`config.mk`:
```
export PLATFORM = sky130hd
export DESIGN_NAME = half_duplex_uart_with_rx_stack
export DESIGN_NICKNAME = d
export VERILOG_FILES = /design/src/sv/hdu_pkg.sv /design/src/sv/hdu_ram.sv /design/src/sv/half_duplex_uart_with_rx_stack.sv
export SDC_FILE = /design/constraint.sdc
export NUM_CORES = 1
export LEC_CHECK = 0
export ABC_AREA = 1
export CAP_MARGIN = 20
export CORE_MARGIN = 2
export CORE_UTILIZATION = 64
export DETAILED_ROUTE_END_ITERATION = 7
export DONT_BUFFER_PORTS = 1
export PLACE_DENSITY_LB_ADDON = 0.1
export SYNTH_ARGS = -nofsm -noshare
export SYNTH_HDL_FRONTEND = slang
export SYNTH_HIERARCHICAL = 1
export SYNTH_SLANG_ARGS = --single-unit
```
`constraint.sdc`:
```
create_clock -name clk -period 4.2 [get_ports clk]
set_input_delay 0.21 -clock clk [delete_from_list [all_inputs] [get_ports clk]]
set_output_delay 0.21 -clock clk [all_outputs]
set_load 0.01 [all_outputs]
```
`src/sv/hdu_pkg.sv`:
```
// hdu_pkg: shared types and constants for the half-duplex UART with receive stack.
// Used by half_duplex_uart_with_rx_stack; no dependencies.
`timescale 1ns / 1ps

package hdu_pkg;

  // configuration register indexes
  localparam logic CFG_BIT_PERIOD  = 1'b0;
  localparam logic CFG_HALF_PERIOD = 1'b1;

  localparam logic [15:0] BIT_PERIOD_RST  = 16'd104;
  localparam logic [14:0] HALF_PERIOD_RST = 15'd52;

  localparam int STACK_DEPTH_DEF = 16;

  // shared mode register codes
  localparam logic [1:0] MODE_IDLE = 2'd0;
  localparam logic [1:0] MODE_RX   = 2'd1;
  localparam logic [1:0] MODE_TX   = 2'd2;

  // bit events per frame: start, eight data, stop
  localparam logic [3:0] FRAME_BITS = 4'd10;

  typedef struct packed {
    logic       pop_request;
    logic [7:0] send_byte;
    logic       send_valid;
    logic       rx_line;
  } tick_t;

  typedef struct packed {
    logic [4:0] stack_count;
    logic [7:0] popped_byte;
    logic       pop_valid;
    logic [7:0] last_rx_byte;
    logic       frame_error;
    logic       rx_done;
    logic       rx_busy;
    logic       tx_busy;
    logic       txd;
  } result_t;

endpackage

```
`src/sv/hdu_ram.sv`:
```
// hdu_ram: generic single-write, single-read RAM with registered read data.
// No dependencies.
`timescale 1ns / 1ps

module hdu_ram #(
  parameter int WIDTH = 8,
  parameter int DEPTH = 16,
  parameter int ADDR_W = (DEPTH > 1) ? $clog2(DEPTH) : 1
) (
  input  logic              clk,
  input  logic              wr_en,
  input  logic [ADDR_W-1:0] wr_addr,
  input  logic [WIDTH-1:0]  wr_data,
  input  logic [ADDR_W-1:0] rd_addr,
  output logic [WIDTH-1:0]  rd_data
);

  logic [WIDTH-1:0] mem [DEPTH];
  logic [WIDTH-1:0] rd_data_r;

  always_ff @(posedge clk) begin
    if (wr_en) begin
      mem[wr_addr] <= wr_data;
    end
    rd_data_r <= mem[rd_addr];
  end

  assign rd_data = rd_data_r;

endmodule

```
`src/sv/half_duplex_uart_with_rx_stack.sv`:
```
// Half-duplex 8N1 UART transceiver, one timer tick per input transfer.
// Results are registered; a skid stage holds one more while the output stalls.
// Throughput: one tick per cycle; input stays ready until the skid stage is full.
// The stack top is prefetched from the stack RAM's registered read port each cycle.
// Reset (rst_n low, synchronous): idle, lines high, stack empty, default bit timing.
// Depends on hdu_pkg and hdu_ram.
`timescale 1ns / 1ps

module half_duplex_uart_with_rx_stack
  import hdu_pkg::*;
#(
  parameter int STACK_DEPTH = STACK_DEPTH_DEF
) (
  input  logic        clk,
  input  logic        rst_n,

  input  logic        cfg_we,
  input  logic        cfg_idx,
  input  logic [15:0] cfg_wdata,

  input  logic        in_tvalid,
  output logic        in_tready,
  // rx_line, send_valid, send_byte[7:0], pop_request, zero pad
  input  logic [15:0] in_tdata,

  output logic        out_tvalid,
  input  logic        out_tready,
  // txd, tx_busy, rx_busy, rx_done, frame_error, last_rx_byte[7:0],
  // pop_valid, popped_byte[7:0], stack_count[4:0], zero pad
  output logic [31:0] out_tdata
);

  localparam int ADDR_W = (STACK_DEPTH > 1) ? $clog2(STACK_DEPTH) : 1;
  localparam int CNT_W  = $clog2(STACK_DEPTH + 1);
  localparam logic [CNT_W-1:0] DEPTH_MAX = CNT_W'(STACK_DEPTH);

  // configuration
  logic [15:0] bit_period_r;
  logic [14:0] half_period_r;
  logic [15:0] bit_load;
  logic [15:0] half_load;

  always_ff @(posedge clk) begin
    if (!rst_n) begin
      bit_period_r  <= BIT_PERIOD_RST;
      half_period_r <= HALF_PERIOD_RST;
    end else if (cfg_we) begin
      unique case (cfg_idx)
        CFG_BIT_PERIOD:  bit_period_r  <= cfg_wdata;
        CFG_HALF_PERIOD: half_period_r <= cfg_wdata[14:0];
        default: ;
      endcase
    end
  end

  // zero periods behave as one
  assign bit_load  = (bit_period_r == 16'd0) ? 16'd1 : bit_period_r;
  assign half_load = (half_period_r == 15'd0) ? 16'd1 : {1'b0, half_period_r};

  // state
  logic [1:0]       mode_r, mode_nxt;
  logic [3:0]       bit_cnt_r, bit_cnt_nxt;
  logic [8:0]       tx_shift_r, tx_shift_nxt;
  logic [10:0]      rx_shift_r, rx_shift_nxt;
  logic [15:0]      tick_r, tick_nxt;
  logic             prev_rx_r;
  logic             line_r, line_nxt;
  logic [CNT_W-1:0] depth_r, depth_nxt;
  logic [7:0]       last_byte_r, last_byte_nxt;
  logic             byp_r;
  logic [7:0]       byp_byte_r;

  tick_t   tk;
  result_t res;
  logic    acc;

  logic             push;
  logic [CNT_W-1:0] depth_pop;
  logic [7:0]       top_byte;
  logic [7:0]       ram_rd;
  logic [15:0]      tick_dec;
  logic             fire;
  logic [10:0]      rx_sh;
  logic             done, ferr, pvalid;
  logic [7:0]       pbyte;
  logic [CNT_W+4:0] cnt_ext;

  assign tk  = tick_t'(in_tdata[10:0]);
  assign acc = in_tvalid && in_tready;

  assign top_byte = byp_r ? byp_byte_r : ram_rd;
  assign tick_dec = (tick_r != 16'd0) ? tick_r - 16'd1 : 16'd0;
  assign fire     = (tick_dec == 16'd0);
  assign rx_sh    = {1'b0, tk.rx_line, rx_shift_r[9:1]};

  always_comb begin
    mode_nxt      = mode_r;
    bit_cnt_nxt   = bit_cnt_r;
    tx_shift_nxt  = tx_shift_r;
    rx_shift_nxt  = rx_shift_r;
    tick_nxt      = tick_r;
    line_nxt      = line_r;
    last_byte_nxt = last_byte_r;
    done          = 1'b0;
    ferr          = 1'b0;
    pvalid        = 1'b0;
    pbyte         = 8'd0;
    push          = 1'b0;
    depth_pop     = depth_r;

    // pop acts first, on the stack as it stood
    if (tk.pop_request && depth_r != '0) begin
      depth_pop = depth_r - 1'b1;
      pbyte     = top_byte;
      pvalid    = 1'b1;
    end

    unique case (mode_r)
      MODE_IDLE: begin
        if (prev_rx_r && !tk.rx_line) begin
          rx_shift_nxt = 11'd0;
          bit_cnt_nxt  = FRAME_BITS;
          tick_nxt     = half_load;
          mode_nxt     = MODE_RX;
        end else if (tk.send_valid) begin
          tx_shift_nxt = {1'b1, tk.send_byte};
          bit_cnt_nxt  = FRAME_BITS;
          tick_nxt     = half_load;
          mode_nxt     = MODE_TX;
        end
      end
      MODE_TX: begin
        tick_nxt = tick_dec;
        if (fire) begin
          if (bit_cnt_r >= FRAME_BITS) begin
            line_nxt    = 1'b0;
            bit_cnt_nxt = FRAME_BITS - 4'd1;
            tick_nxt    = bit_load;
          end else if (bit_cnt_r != 4'd0) begin
            line_nxt     = tx_shift_r[0];
            tx_shift_nxt = {1'b0, tx_shift_r[8:1]};
            bit_cnt_nxt  = bit_cnt_r - 4'd1;
            tick_nxt     = bit_load;
          end else begin
            line_nxt = 1'b1;
            mode_nxt = MODE_IDLE;
          end
        end
      end
      MODE_RX: begin
        tick_nxt = tick_dec;
        if (fire) begin
          rx_shift_nxt = rx_sh;
          bit_cnt_nxt  = bit_cnt_r - 4'd1;
          if (bit_cnt_nxt != 4'd0) begin
            tick_nxt = bit_load;
          end else begin
            done     = 1'b1;
            mode_nxt = MODE_IDLE;
            // start sample low, stop sample high
            if (rx_sh[9] && !rx_sh[0]) begin
              last_byte_nxt = rx_sh[8:1];
              push          = (depth_pop < DEPTH_MAX);
            end else begin
              ferr = 1'b1;
            end
          end
        end
      end
      default: mode_nxt = MODE_IDLE;
    endcase

    depth_nxt = push ? depth_pop + 1'b1 : depth_pop;
  end

  always_ff @(posedge clk) begin
    if (!rst_n) begin
      mode_r      <= MODE_IDLE;
      bit_cnt_r   <= 4'd0;
      tx_shift_r  <= 9'd0;
      rx_shift_r  <= 11'd0;
      tick_r      <= 16'd0;
      prev_rx_r   <= 1'b1;
      line_r      <= 1'b1;
      depth_r     <= '0;
      last_byte_r <= 8'd0;
      byp_r       <= 1'b0;
      byp_byte_r  <= 8'd0;
    end else if (acc) begin
      mode_r      <= mode_nxt;
      bit_cnt_r   <= bit_cnt_nxt;
      tx_shift_r  <= tx_shift_nxt;
      rx_shift_r  <= rx_shift_nxt;
      tick_r      <= tick_nxt;
      prev_rx_r   <= tk.rx_line;
      line_r      <= line_nxt;
      depth_r     <= depth_nxt;
      last_byte_r <= last_byte_nxt;
      // a pushed byte is the new top; RAM read would miss the same-edge write
      byp_r       <= push;
      byp_byte_r  <= last_byte_nxt;
    end
  end

  // stack storage; read port always points at the top after this tick
  logic [CNT_W-1:0] rd_ptr;
  assign rd_ptr = (acc ? depth_nxt : depth_r) - 1'b1;

  hdu_ram #(
    .WIDTH (8),
    .DEPTH (STACK_DEPTH)
  ) u_stack (
    .clk     (clk),
    .wr_en   (acc && push),
    .wr_addr (ADDR_W'(depth_pop)),
    .wr_data (last_byte_nxt),
    .rd_addr (ADDR_W'(rd_ptr)),
    .rd_data (ram_rd)
  );

  // result for this tick
  assign cnt_ext = {5'd0, depth_nxt};

  always_comb begin
    res.txd          = line_nxt;
    res.tx_busy      = (mode_nxt == MODE_TX);
    res.rx_busy      = (mode_nxt == MODE_RX);
    res.rx_done      = done;
    res.frame_error  = ferr;
    res.last_rx_byte = last_byte_nxt;
    res.pop_valid    = pvalid;
    res.popped_byte  = pbyte;
    res.stack_count  = cnt_ext[4:0];
  end

  // output register plus skid stage
  logic    out_valid_r, skid_valid_r;
  result_t out_r, skid_r;
  logic    take;

  assign take      = out_valid_r && out_tready;
  // no transfer is taken while reset is held
  assign in_tready = rst_n && !skid_valid_r;

  always_ff @(posedge clk) begin
    if (!rst_n) begin
      out_valid_r  <= 1'b0;
      skid_valid_r <= 1'b0;
    end else if (!out_valid_r || take) begin
      if (skid_valid_r) begin
        out_valid_r  <= 1'b1;
        skid_valid_r <= 1'b0;
      end else begin
        out_valid_r <= acc;
      end
    end else if (acc) begin
      skid_valid_r <= 1'b1;
    end
  end

  always_ff @(posedge clk) begin
    if (!out_valid_r || take) begin
      out_r <= skid_valid_r ? skid_r : res;
    end
    if (acc && out_valid_r && !take) begin
      skid_r <= res;
    end
  end

  assign out_tvalid = out_valid_r;
  assign out_tdata  = {5'd0, out_r};

endmodule

```
==> flow_metrics.tcl <==
set metrics [dict create \
    muxShareOfSynthArea_pct 0 \
    final_cell_count_no_fill 1883 \
    globalRouteOverflowTotal 0 \
    clk_root_buffer_cell "clkbuf_16" \
    synth_fa_ha_area_share_pct 1.12 \
    arrival_ns 4.25 \
    antenna_left 0 \
    hpwlAfterDp_um 21300 \
    clock_path_buffers 3 \
    path_clk_slew_ns 0.06 \
    setup_ws_ns 0.456 \
    synth_flop_cell "edfxtp_1" \
    finClkSkew_ns 0.0262 \
    post-route-min-period_ns 3.74 \
    cp-end-kind "flop" \
    async_reset_ff_share_pct 0 \
    die_area_mm2 0.0221 \
    r2r_cells 18 \
    drive_gt1_share_pct 6.76 \
    start_util_pct 65.7 \
    hold_violations 0 \
    synth-xor-area-share_pct 0.654 \
    status "complete, no violations" \
    first_iter_violations 1083 \
    crit_end "u_stack/rd_data[5]$_DFF_P_" \
    power_frac_comb_pct 20.2 \
    io_buffers 0 \
    first_pass_iters 5 \
    synth_edf_count 182 \
    syn_area_per_cell_um2 8.54 \
    setup_viol 0 \
    pin_count 72 \
    insertion_delay_ns 0.55 \
    drv_slew 0 \
    syn_area_mm2 0.0134 \
    ys_warn_count 6 \
    netSwitchingPower_w 0.00207 \
    nNetsFinal 1642 \
    fmax_ghz 0.267 \
    hold_depth 3 \
    postSynthCellCount 1567 \
    p_per_area_mw_per_mm2 462 \
    clkPwrFrac_pct 34.1 \
    swShare_pct 30.2 \
    core_mm2 0.0204 \
    grt_usage_pct 30.4 \
    grt_pass1_wl_um 52900 \
    die_y_um 149 \
    hold_class "primary input to flop" \
    antenna_found_initial 1 \
    ys_ff_latch 279 \
    worst_slew_pin_slew_ns 1.03 \
    slew_headroom_pct 31.6 \
    routed_via_density 5.76 \
    clock-sinks 279 \
    r2r-end "u_stack/rd_data[5]$_DFF_P_" \
    p_int_w 0.00478 \
    synth_seq_area_share_pct 55.3 \
    tritoncts "built" \
    p_leak_nw 6.38 \
    rsz0062_at_grt "false" \
    area_growth_pct 10.8 \
    num_vias 10853 \
    gp_congestion 0.872 \
    drt_wl_total_um 33600 \
    synthSimpleGateAreaFrac_pct 26.1 \
    synth_compound_area_share_pct 7.52 \
    maxCapViolCount 0 \
    fin_util_pct 72.8 \
    crit_start "depth_r[0]$_SDFF_PN0_" \
    required_ns 4.70 \
    ir_worst_vdd_mv 0.321 \
    fin_setup_tns_ns 0 \
    pwr-share-seq_pct 45.6 \
    wl_per_cell_um 17.9 \
    crit_fanout 28 \
    dp_slack_ns 0.328 \
    placed_cells 1785 \
    setup.worst_path.start_class "flop" \
    die_x_um 149 \
    first_global_vias 10053 \
    fp-row-count 52 \
    critical_path_class "flop to flop" \
    grt_max_degree 65 \
    rrSetupSlack_ns 0.46 \
    synth_top_family_by_area "simple AND/OR/NAND/NOR gates" \
    drc_errors 0 \
    worstReg2RegStart "depth_r[0]$_SDFF_PN0_" \
    synth_cell_type_count 40 \
    hold_start "in_tdata[1]" \
    htree_levels 1 \
    min_period_over_period_pct 89.2 \
    cts_buffers 28 \
]
## metrics by stage
step / total power [W] / hold slack, ns / area [µm²]
detailed placement: 0.00448 / 0.319 / 13500
floorplan: 0.00417 / 0.340 / 13400
global route: 0.00712 / 0.0912 / 14800
global placement: 0.00445 / 0.314 / 13500
CTS: 0.00683 / 0.0794 / 14800
finish: 0.00685 / 0.0877 / 14800
## power groups by stage
stage,Clock (W),Sequential [W],Combinational [W]
6_report,0.00234,0.00313,0.00139
5_1_grt,0.00246,0.00314,0.00152
3_5_place_dp,0,0.00319,0.00130
3_3_place_gp,0,0.00318,0.00127
4_1_cts,0.00235,0.00313,0.00135
2_1_floorplan,0,0.00316,0.00102
## cell usage in the layout, fill, tap and decap left out, types with 3 or more instances in the layout
cell type and n:
nand3_2 10, edfxtp_1 182, a21oi_1 79, nand2_1 424, nand2_2 9, nor2_2 11, nor3_1 6, o22ai_1 9
nor2_4 6, conb_1 5, a211oi_1 4, clkbuf_16 28, nand3_1 207, o21ai_1 17, dlygate4sd3_1 45, inv_2 5
o21ai_0 52, a31oi_1 13, nand2_4 3, clkinv_1 7, nor4_1 6, clkinv_2 6, dfxtp_1 97, xnor2_1 4
o211ai_1 8, ha_1 12, nand3b_1 5, xor2_1 5, inv_1 209, nand4_1 16, buf_4 19, nor2_1 79
clkbuf_1 7
## cell type report
cell class / count / area (µm²)
antenna: 1 / 2.50
clock buffer: 37 / 754
clock inverter: 13 / 100
fill: 1494 / 5530
inverter: 218 / 821
multi-input combinational: 999 / 4770
sequential: 279 / 7410
tap: 270 / 338
timing repair buffer: 66 / 633
## critical path, stage by stage, from the launching register on
cell	delay [ns]
dfxtp_1	0.29
inv_1	0.15
ha_1	0.22
nand2_1	0.06
nor2_1	0.11
nand2_1	0.06
nand2_1	0.41
xor2_2	0.38
ha_1	0.30
nand4_1	0.13
nand3_1	0.09
nand2_1	0.13
ha_1	0.25
inv_1	0.20
buf_4	0.39
nand3_1	0.13
nand3_1	0.17
nand3_1	0.13
nand2_1	0.09
## flip-flops by register name (all words and copies together) (netlist names)
signal           count
bit_period_r        16
u_stack/rd_data      8
skid_r              27
skid_valid_r         1
line_r               1
out_tdata           27
prev_rx_r            1
u_stack/mem        128
byp_byte_r           8
bit_cnt_r            4
mode_r               2
depth_r              5
tx_shift_r           9
half_period_r       15
byp_r                1
rx_shift_r           9
out_tvalid           1
tick_r              16
## synthesized netlist by cell type (10+ instances only)
master      n  area share, %
nand2_1   424             12
inv_1     209            5.9
nand3_1   207            7.7
edfxtp_1  182             41
dfxtp_1    97             15
nor2_1     80            2.2
a21oi_1    79            3.0
o21ai_0    53            2.0
clkbuf_1   32           0.90
buf_2      16           0.60
nand4_1    16           0.75
o21ai_1    16           0.60
a31oi_1    13           0.61
buf_4      12           0.67
ha_1       12            1.1
nand3_2    10           0.75
nor2_2     10           0.47
## metal layers
metal,track usage [%],wire length (µm)
met4,8.95,935
met1,42.4,13800
met3,4.54,2910
met5,0,0
met2,50.0,16000
## repair_timing
item	CTS	global route
setup buffers	0	0
endpoints found under the setup margin	0	8
resized for setup	0	4
hold buffers	46	0
hold endpoints to repair	47	0
## worst min-delay path by stage
stage / end
final: skid_r[2]$_DFFE_PP_
after floorplan: bit_period_r[3]$_SDFFE_PN1P_
after global placement: half_period_r[5]$_SDFFE_PN1P_
after global routing: tx_shift_r[8]$_SDFFE_PN0P_
after CTS: tx_shift_r[8]$_SDFFE_PN0P_
after detailed placement: bit_period_r[6]$_SDFFE_PN1P_
## cell families (layout without fill, tap and decap cells)
logic type,count (synthesis),after routing
AO/OA/AOI/OAI,187,187
flip-flops,279,279
AND/OR/NAND/NOR,785,785
other,1,6
adder cells (fa/ha/maj),12,12
buffers and inverters,293,334
XOR/XNOR,10,10
Note: power is estimated with default switching activity, not from simulation.
